===== src/hdl/tkp_pkg.sv =====
`timescale 1ns / 1ps

package tkp_pkg;

    localparam int CAPACITY_DEF = 10;

    localparam int X_W     = 11;
    localparam int Y_W     = 11;
    localparam int ANGLE_W = 16;
    localparam int SCORE_W = 16;
    localparam int HALF_W  = 10;
    localparam int CMD_W   = 2;
    localparam int CFG_IDX_W = 2;
    localparam int COORD_W = 13;

    localparam logic [HALF_W-1:0] HALF_RESET = 10'd50;

    localparam logic [CMD_W-1:0] CMD_INSERT = 2'd0;
    localparam logic [CMD_W-1:0] CMD_TAKE   = 2'd1;
    localparam logic [CMD_W-1:0] CMD_REMOVE = 2'd2;
    localparam logic [CMD_W-1:0] CMD_CLEAR  = 2'd3;

    localparam logic [CFG_IDX_W-1:0] REG_HALF_WIDTH  = 2'd0;
    localparam logic [CFG_IDX_W-1:0] REG_HALF_HEIGHT = 2'd1;

    localparam logic [2:0] OP_HOLD   = 3'd0;
    localparam logic [2:0] OP_INSERT = 3'd1;
    localparam logic [2:0] OP_TAKE   = 3'd2;
    localparam logic [2:0] OP_MARK   = 3'd3;
    localparam logic [2:0] OP_SWAP   = 3'd4;
    localparam logic [2:0] OP_CLEAR  = 3'd5;

    typedef struct packed {
        logic [X_W-1:0]     x;
        logic [Y_W-1:0]     y;
        logic [ANGLE_W-1:0] angle;
        logic [SCORE_W-1:0] score;
    } entry_t;

    typedef struct packed {
        logic [2:0] op;
        logic       phase;
    } ctrl_t;

    typedef struct packed {
        logic signed [COORD_W-1:0] left;
        logic signed [COORD_W-1:0] right;
        logic signed [COORD_W-1:0] up;
        logic signed [COORD_W-1:0] down;
    } window_t;

endpackage


===== src/hdl/tkp_cell.sv =====
`timescale 1ns / 1ps

module tkp_cell
    import tkp_pkg::*;
#(
    parameter bit PARITY = 1'b0
)
(
    input  logic    clk,
    input  logic    rst_n,
    input  ctrl_t   ctrl,
    input  entry_t  new_ent,
    input  window_t win,
    input  entry_t  prev_ent,
    input  logic    prev_valid,
    input  logic    prev_lt,
    input  entry_t  next_ent,
    input  logic    next_valid,
    output entry_t  ent,
    output logic    valid,
    output logic    lt,
    output logic    keep
);

    entry_t ent_reg;
    entry_t ent_next;
    logic   valid_reg;
    logic   valid_next;
    logic   in_win;
    logic signed [COORD_W-1:0] ex;
    logic signed [COORD_W-1:0] ey;

    assign ex = $signed({{(COORD_W-X_W){1'b0}}, ent_reg.x});
    assign ey = $signed({{(COORD_W-Y_W){1'b0}}, ent_reg.y});

    assign in_win = (ex > win.left) && (ex < win.right) && (ey > win.up) && (ey < win.down);
    assign lt     = !valid_reg || (ent_reg.score < new_ent.score);
    assign keep   = valid_reg && !in_win;

    assign ent   = ent_reg;
    assign valid = valid_reg;

    always_comb
    begin
        ent_next   = ent_reg;
        valid_next = valid_reg;
        unique case (ctrl.op)
            OP_INSERT:
            begin
                if (lt)
                begin
                    if (!prev_lt)
                    begin
                        ent_next   = new_ent;
                        valid_next = 1'b1;
                    end
                    else
                    begin
                        ent_next   = prev_ent;
                        valid_next = prev_valid;
                    end
                end
            end
            OP_TAKE:
            begin
                ent_next   = next_ent;
                valid_next = next_valid;
            end
            OP_MARK:
            begin
                valid_next = keep;
            end
            OP_SWAP:
            begin
                // odd-even exchange: holes sink toward the tail
                if (ctrl.phase == PARITY)
                begin
                    if (!valid_reg && next_valid)
                    begin
                        ent_next   = next_ent;
                        valid_next = 1'b1;
                    end
                end
                else if (!prev_valid && valid_reg)
                begin
                    ent_next   = prev_ent;
                    valid_next = 1'b0;
                end
            end
            OP_CLEAR:
            begin
                valid_next = 1'b0;
            end
            default:
            begin
                valid_next = valid_reg;
            end
        endcase
    end

    always_ff @(posedge clk or negedge rst_n)
    begin
        if (!rst_n)
        begin
            valid_reg <= 1'b0;
        end
        else
        begin
            valid_reg <= valid_next;
        end
    end

    always_ff @(posedge clk)
    begin
        ent_reg <= ent_next;
    end

endmodule


===== src/hdl/top_k_scored_pose_list.sv =====
// Insert, take and clear: the result is registered and
// shown the cycle after the item is accepted.
// Remove near: marked cells are compacted by odd-even passes along the cell
// chain; in_stall holds off new items until the compaction is done.
// Reset: list empty, both half sizes 50; entries need no clearing pass.
`timescale 1ns / 1ps

module top_k_scored_pose_list
    import tkp_pkg::*;
#(
    parameter int CAPACITY = CAPACITY_DEF,
    parameter int CNT_W    = $clog2(CAPACITY + 1)
)
(
    input  logic                 clk,
    input  logic                 rst_n,

    input  logic                 in_valid,
    output logic                 in_stall,
    input  logic [CMD_W-1:0]     cmd,
    input  logic [X_W-1:0]       pos_x,
    input  logic [Y_W-1:0]       pos_y,
    input  logic [ANGLE_W-1:0]   angle,
    input  logic [SCORE_W-1:0]   score,

    output logic                 out_valid,
    input  logic                 out_stall,
    output logic                 found,
    output logic [X_W-1:0]       out_x,
    output logic [Y_W-1:0]       out_y,
    output logic [ANGLE_W-1:0]   out_angle,
    output logic [SCORE_W-1:0]   out_score,
    output logic [CNT_W-1:0]     entry_count,

    input  logic                 cfg_valid,
    output logic                 cfg_ready,
    input  logic [CFG_IDX_W-1:0] cfg_index,
    input  logic [HALF_W-1:0]    cfg_data
);

    localparam int CYC_W = $clog2(CAPACITY + 1);
    localparam logic ST_IDLE  = 1'b0;
    localparam logic ST_SWEEP = 1'b1;

    logic                state_reg;
    logic                state_next;
    logic [CYC_W-1:0]    cyc_reg;
    logic [CYC_W-1:0]    cyc_next;
    logic [CAPACITY-1:0] sr_reg;
    logic [CAPACITY-1:0] sr_next;
    logic [CNT_W-1:0]    count_reg;
    logic [CNT_W-1:0]    count_next;
    logic [HALF_W-1:0]   hw_reg;
    logic [HALF_W-1:0]   hh_reg;

    logic                out_valid_reg;
    logic                out_valid_next;
    logic                found_reg;
    logic                found_next;
    entry_t              out_ent_reg;
    entry_t              out_ent_next;
    logic [CNT_W-1:0]    out_cnt_reg;
    logic [CNT_W-1:0]    out_cnt_next;

    logic                accept;
    logic                sweep_done;
    ctrl_t               ctrl;
    entry_t              new_ent;
    window_t             win;

    entry_t              ent_w [CAPACITY];
    logic [CAPACITY-1:0] valid_w;
    logic [CAPACITY-1:0] lt_w;
    logic [CAPACITY-1:0] keep_w;

    assign in_stall  = (state_reg != ST_IDLE) || (out_valid_reg && out_stall);
    assign accept    = in_valid && !in_stall;
    assign cfg_ready = 1'b1;

    assign new_ent.x     = pos_x;
    assign new_ent.y     = pos_y;
    assign new_ent.angle = angle;
    assign new_ent.score = score;

    assign win.left  = $signed({2'b00, pos_x}) - $signed({3'b000, hw_reg});
    assign win.right = $signed({2'b00, pos_x}) + $signed({3'b000, hw_reg});
    assign win.up    = $signed({2'b00, pos_y}) - $signed({3'b000, hh_reg});
    assign win.down  = $signed({2'b00, pos_y}) + $signed({3'b000, hh_reg});

    assign sweep_done = (state_reg == ST_SWEEP) && (cyc_reg == CYC_W'(CAPACITY - 1));

    always_comb
    begin
        ctrl.op    = OP_HOLD;
        ctrl.phase = cyc_reg[0];
        if (state_reg == ST_SWEEP)
        begin
            ctrl.op = OP_SWAP;
        end
        else if (accept)
        begin
            unique case (cmd)
                CMD_INSERT: ctrl.op = OP_INSERT;
                CMD_TAKE:   ctrl.op = OP_TAKE;
                CMD_REMOVE: ctrl.op = OP_MARK;
                CMD_CLEAR:  ctrl.op = OP_CLEAR;
                default:    ctrl.op = OP_HOLD;
            endcase
        end
    end

    genvar i;
    generate
        for (i = 0; i < CAPACITY; i++)
        begin : g_cell
            entry_t prev_ent;
            logic   prev_valid;
            logic   prev_lt;
            entry_t next_ent;
            logic   next_valid;

            if (i == 0)
            begin : g_first
                assign prev_ent   = '0;
                assign prev_valid = 1'b1;
                assign prev_lt    = 1'b0;
            end
            else
            begin : g_mid
                assign prev_ent   = ent_w[i-1];
                assign prev_valid = valid_w[i-1];
                assign prev_lt    = lt_w[i-1];
            end

            if (i == CAPACITY - 1)
            begin : g_last
                assign next_ent   = '0;
                assign next_valid = 1'b0;
            end
            else
            begin : g_body
                assign next_ent   = ent_w[i+1];
                assign next_valid = valid_w[i+1];
            end

            tkp_cell #(
                .PARITY (1'(i % 2))
            ) u_cell (
                .clk        (clk),
                .rst_n      (rst_n),
                .ctrl       (ctrl),
                .new_ent    (new_ent),
                .win        (win),
                .prev_ent   (prev_ent),
                .prev_valid (prev_valid),
                .prev_lt    (prev_lt),
                .next_ent   (next_ent),
                .next_valid (next_valid),
                .ent        (ent_w[i]),
                .valid      (valid_w[i]),
                .lt         (lt_w[i]),
                .keep       (keep_w[i])
            );
        end
    endgenerate

    always_comb
    begin
        state_next     = state_reg;
        cyc_next       = cyc_reg;
        sr_next        = sr_reg;
        count_next     = count_reg;
        out_valid_next = out_valid_reg && out_stall;
        found_next     = found_reg;
        out_ent_next   = out_ent_reg;
        out_cnt_next   = out_cnt_reg;

        if (state_reg == ST_SWEEP)
        begin
            // serial count of survivors while the chain compacts
            sr_next    = sr_reg >> 1;
            count_next = count_reg + CNT_W'(sr_reg[0]);
            cyc_next   = cyc_reg + CYC_W'(1);
            if (sweep_done)
            begin
                state_next     = ST_IDLE;
                out_valid_next = 1'b1;
                found_next     = 1'b0;
                out_ent_next   = '0;
                out_cnt_next   = count_next;
            end
        end
        else if (accept)
        begin
            found_next   = 1'b0;
            out_ent_next = '0;
            unique case (cmd)
                CMD_INSERT:
                begin
                    if (count_reg != CNT_W'(CAPACITY))
                    begin
                        count_next = count_reg + CNT_W'(1);
                    end
                end
                CMD_TAKE:
                begin
                    if (valid_w[0])
                    begin
                        found_next   = 1'b1;
                        out_ent_next = ent_w[0];
                        count_next   = count_reg - CNT_W'(1);
                    end
                end
                CMD_REMOVE:
                begin
                    sr_next    = keep_w;
                    count_next = '0;
                    cyc_next   = '0;
                    state_next = ST_SWEEP;
                end
                CMD_CLEAR:
                begin
                    count_next = '0;
                end
                default:
                begin
                    count_next = count_reg;
                end
            endcase
            if (cmd != CMD_REMOVE)
            begin
                out_valid_next = 1'b1;
                out_cnt_next   = count_next;
            end
        end
    end

    always_ff @(posedge clk or negedge rst_n)
    begin
        if (!rst_n)
        begin
            state_reg     <= ST_IDLE;
            cyc_reg       <= '0;
            count_reg     <= '0;
            out_valid_reg <= 1'b0;
            hw_reg        <= HALF_RESET;
            hh_reg        <= HALF_RESET;
        end
        else
        begin
            state_reg     <= state_next;
            cyc_reg       <= cyc_next;
            count_reg     <= count_next;
            out_valid_reg <= out_valid_next;
            if (cfg_valid && cfg_ready)
            begin
                if (cfg_index == REG_HALF_WIDTH)
                begin
                    hw_reg <= cfg_data;
                end
                else if (cfg_index == REG_HALF_HEIGHT)
                begin
                    hh_reg <= cfg_data;
                end
            end
        end
    end

    always_ff @(posedge clk)
    begin
        sr_reg      <= sr_next;
        found_reg   <= found_next;
        out_ent_reg <= out_ent_next;
        out_cnt_reg <= out_cnt_next;
    end

    assign out_valid   = out_valid_reg;
    assign found       = found_reg;
    assign out_x       = out_ent_reg.x;
    assign out_y       = out_ent_reg.y;
    assign out_angle   = out_ent_reg.angle;
    assign out_score   = out_ent_reg.score;
    assign entry_count = out_cnt_reg;

endmodule


===== config.mk =====
export PLATFORM = sky130hd
export DESIGN_NAME = top_k_scored_pose_list
export DESIGN_NICKNAME = d
export VERILOG_FILES = /design/src/hdl/tkp_pkg.sv /design/src/hdl/tkp_cell.sv /design/src/hdl/top_k_scored_pose_list.sv
export SDC_FILE = /design/constraint.sdc
export NUM_CORES = 2
export LEC_CHECK = 0
export BUFFER_PORTS_ARGS = -buffer_cell sky130_fd_sc_hd__clkbuf_2
export CAP_MARGIN = 30
export CORE_MARGIN = 5
export CORE_UTILIZATION = 47
export DETAILED_ROUTE_END_ITERATION = 6
export PLACE_DENSITY_LB_ADDON = 0.05
export REMOVE_ABC_BUFFERS = 1
export SETUP_SLACK_MARGIN = 0.05
export SYNTH_ARGS = -nofsm -noshare
export SYNTH_HDL_FRONTEND = slang
export SYNTH_SLANG_ARGS = --single-unit

===== constraint.sdc =====
create_clock -name clk -period 8.23 [get_ports clk]
set_input_delay 0.823 -clock clk [delete_from_list [all_inputs] [get_ports clk]]
set_output_delay 0.823 -clock clk [all_outputs]
set_load 0.02 [all_outputs]

==> flow_summary.yaml <==
outcome:
  outcome: "complete, but fails checks"
  violations: "design-rule violations"
worst_setup_path:
  rr_startpoint: "hh_reg[1]"
  endpoint_kind: "register"
  worst-path-max-fanout: 10
  cp_num_cells: 15
  r2r_slack_ns: 3.17
  worst-path-buf-inv: 1
  startpoint_type: "register"
  worstSetupPathType: "register to register"
  path_cells: "inv_1 > ha_1 > nor2_1 > a221oi_2 > o21bai_1 > a2111oi_2 > o21ai_0 > xor2_1 > ha_1 > a2111oi_0 > o21ai_0 > nor2_1 > nor3_1 > nor3_1 > o31ai_2"
  critPathRequiredTime_ns: 8.63
  crit_slowest_cell: "xor2_1"
  max_stage_delay_ns: 0.82
  rr_worst_depth: 15
  regToRegEndpoint: "sr_reg[4]"
  cp_data_arrival_time_ns: 5.46
  path_delay_family: "compound AO/OA/AOI/OAI gates"
yosys:
  seq_area_frac_synth: 0.430
  syn_area_per_cell_um2: 10.5
  synth_top_area_frac: 0.407
  syn_area_um2: 44900
  yosysMostFrequentCell: "ha_1"
  ys_warn_count: 0
  synthFlopType: "edfxtp_1"
  synth.top_cells.by_area: "edfxtp_1 41%, ha_1 17%, a222oi_1 3.6%"
  synth_top_cell_by_area: "edfxtp_1"
  synth-seq-cells: 649
  synth_cell_types: 90
  synth_edf_count: 608
  synth_common_cells: "612 x ha_1, 608 x edfxtp_1, 404 x nand2_1"
  synthArstFlopShare: 0.0616
  synthCells: 4256
timing:
  hold_viol: 0
  finalCritPeriodShare: 0.614
  slew_viol_final: 0
  rsz0062_at_grt: "no"
  setup_tns_ns: 0
  max_slew_margin: 0.246
  tightestPinTransition_ns: 1.12
  fmax_ghz: 0.198
  setup_violations: 0
  min_period_ns: 5.06
  fin_skew_ns: 0.0281
global_route:
  grtUsageTotal: 0.303
  overflow: 0
  antenna_found_initial: 2
  grt_start_max_net_pins: 157
  grt_pass1_wl_um: 239000
  grt_pass1_vias: 35200
floorplan:
  die-area_um2: 102000
  core_area_um2: 94900
  die_h_um: 319
  pin_count: 135
  die_w_um: 319
  std_cell_rows: 113
  start_util: 0.473
pwr:
  combPwrFrac: 0.538
  p_leak_nw: 21.2
  seqPwrFrac: 0.327
  swShare: 0.467
  netSwitchingPower_w: 0.0118
  peakVddDrop_v: 0.000473
  power_density_nw_per_um2: 508
  clkPwrFrac: 0.135
  p_int_w: 0.0135
drt:
  wl_per_cell_um: 28.5
  drt_iter0_markers: 5091
  vias_per_cell: 6.58
  drc_errors: 3
  vias: 36900
  wirelength_um: 160000
  ant_nets: 0
  firstDrtPassIters: 7
clocking:
  cts_buffers: 79
  post_cts_buffers: 0
  htree_levels: 3
  clockRootBuffer: "clkbuf_16"
  cts_buffer_depth: 3
  cts_tree: "done"
  cts-resized-gates: 0
  worstSkewPairLatency_ns: 0.67
  cts_hold_buf: 0
  path_clk_slew_ns: 0.06
  cts_sinks: 649
placement:
  gp_congestion: 0.930
  io_buffer_count: 133
  hpwl_um: 106000
  place_inst: 5465
run:
  cap_violations: 0
layout:
  n_fill_cell: 8474
  largest_register_ffs: 540
  final_core_util: 0.523
  area_growth_pct: 10.6
  stdcell_count: 5606
  n_antenna_cell: 0
  nets: 4973
  drive_above_1_share: 0.0938
min_path:
  hp-class: "primary input to asynchronous set/reset pin"
worst max path at each step:
stage | start | end | slack (ns)
after detailed placement | pos_y[2] | sr_reg[5] | 2.52
after floorplan | cmd[0] | g_cell[0].u_cell.ent[0] | -4.96
final | hh_reg[1] | sr_reg[4] | 3.17
after CTS | hh_reg[1] | sr_reg[4] | 3.15
after global routing | hh_reg[2] | g_cell[3].u_cell.valid | 2.77
after global placement | pos_y[2] | sr_reg[5] | 2.68
cell type report:
cell class                      count  area, um2  area share
Multi-Input combinational cell   3004      23600       0.475
Sequential cell                   649      19300       0.389
Clock buffer                      111       2150      0.0433
Tap cell                         1265       1580      0.0319
Timing Repair Buffer              223       1520      0.0305
Inverter                          327       1230      0.0247
Clock inverter                     27        285     0.00575
cells in the final DEF (no fill, tap or decap), types with 54 or more instances in the layout:
| cell | count |
|---|---|
| nand3_1 | 111 |
| a22oi_1 | 113 |
| a32oi_1 | 54 |
| and2_1 | 59 |
| buf_4 | 79 |
| a21oi_1 | 236 |
| edfxtp_1 | 608 |
| a221o_1 | 114 |
| clkbuf_2 | 133 |
| ha_1 | 612 |
| nor2_1 | 70 |
| a22o_1 | 107 |
| clkbuf_16 | 80 |
| a21o_1 | 134 |
| nand2_1 | 399 |
| a222oi_1 | 162 |
| inv_1 | 327 |
| o21ai_0 | 200 |
power by group through the flow:
| stage | sequential (W) | combinational [W] | clock (W) |
|---|---|---|---|
| floorplan | 0.00776 | 0.00857 | 0 |
| global placement | 0.00827 | 0.0130 | 0 |
| detailed placement | 0.00825 | 0.0132 | 0 |
| CTS | 0.00821 | 0.0133 | 0.00345 |
| global route | 0.00841 | 0.0149 | 0.00359 |
| finish | 0.00826 | 0.0136 | 0.00340 |
per-layer routing:
metal  wire (um)  GRT usage  up-vias
li1            -          -    16700
met1       74700      0.470    18200
met2       66700      0.440     1819
met3       14400     0.0516      206
met4        3740     0.0759        2
met5          13          0        -
cells by family after synthesis:
family	Yosys count	share of synthesized area
compound gates	1410	0.235
xor+xnor	42	0.00820
fa+ha+maj	622	0.174
mux	19	0.00466
buf+inv	603	0.0518
other cells	1	0.0000836
simple gates	910	0.0967
flops	649	0.430
stage by stage:
| stage | setup WS (ns) | instance area [um2] | hold slack [ns] | total power, W |
|---|---|---|---|---|
| 3_5_place_dp | 2.52 | 47100 | 0.474 | 0.0214 |
| 3_3_place_gp | 2.68 | 47000 | 0.463 | 0.0212 |
| 4_1_cts | 3.15 | 49600 | 0.256 | 0.0249 |
| 2_1_floorplan | -4.96 | 43800 | 0.452 | 0.0163 |
| 6_report | 3.17 | 49600 | 0.270 | 0.0252 |
| 5_1_grt | 2.77 | 49600 | 0.321 | 0.0269 |
Note: power is estimated with default switching activity, not from simulation.
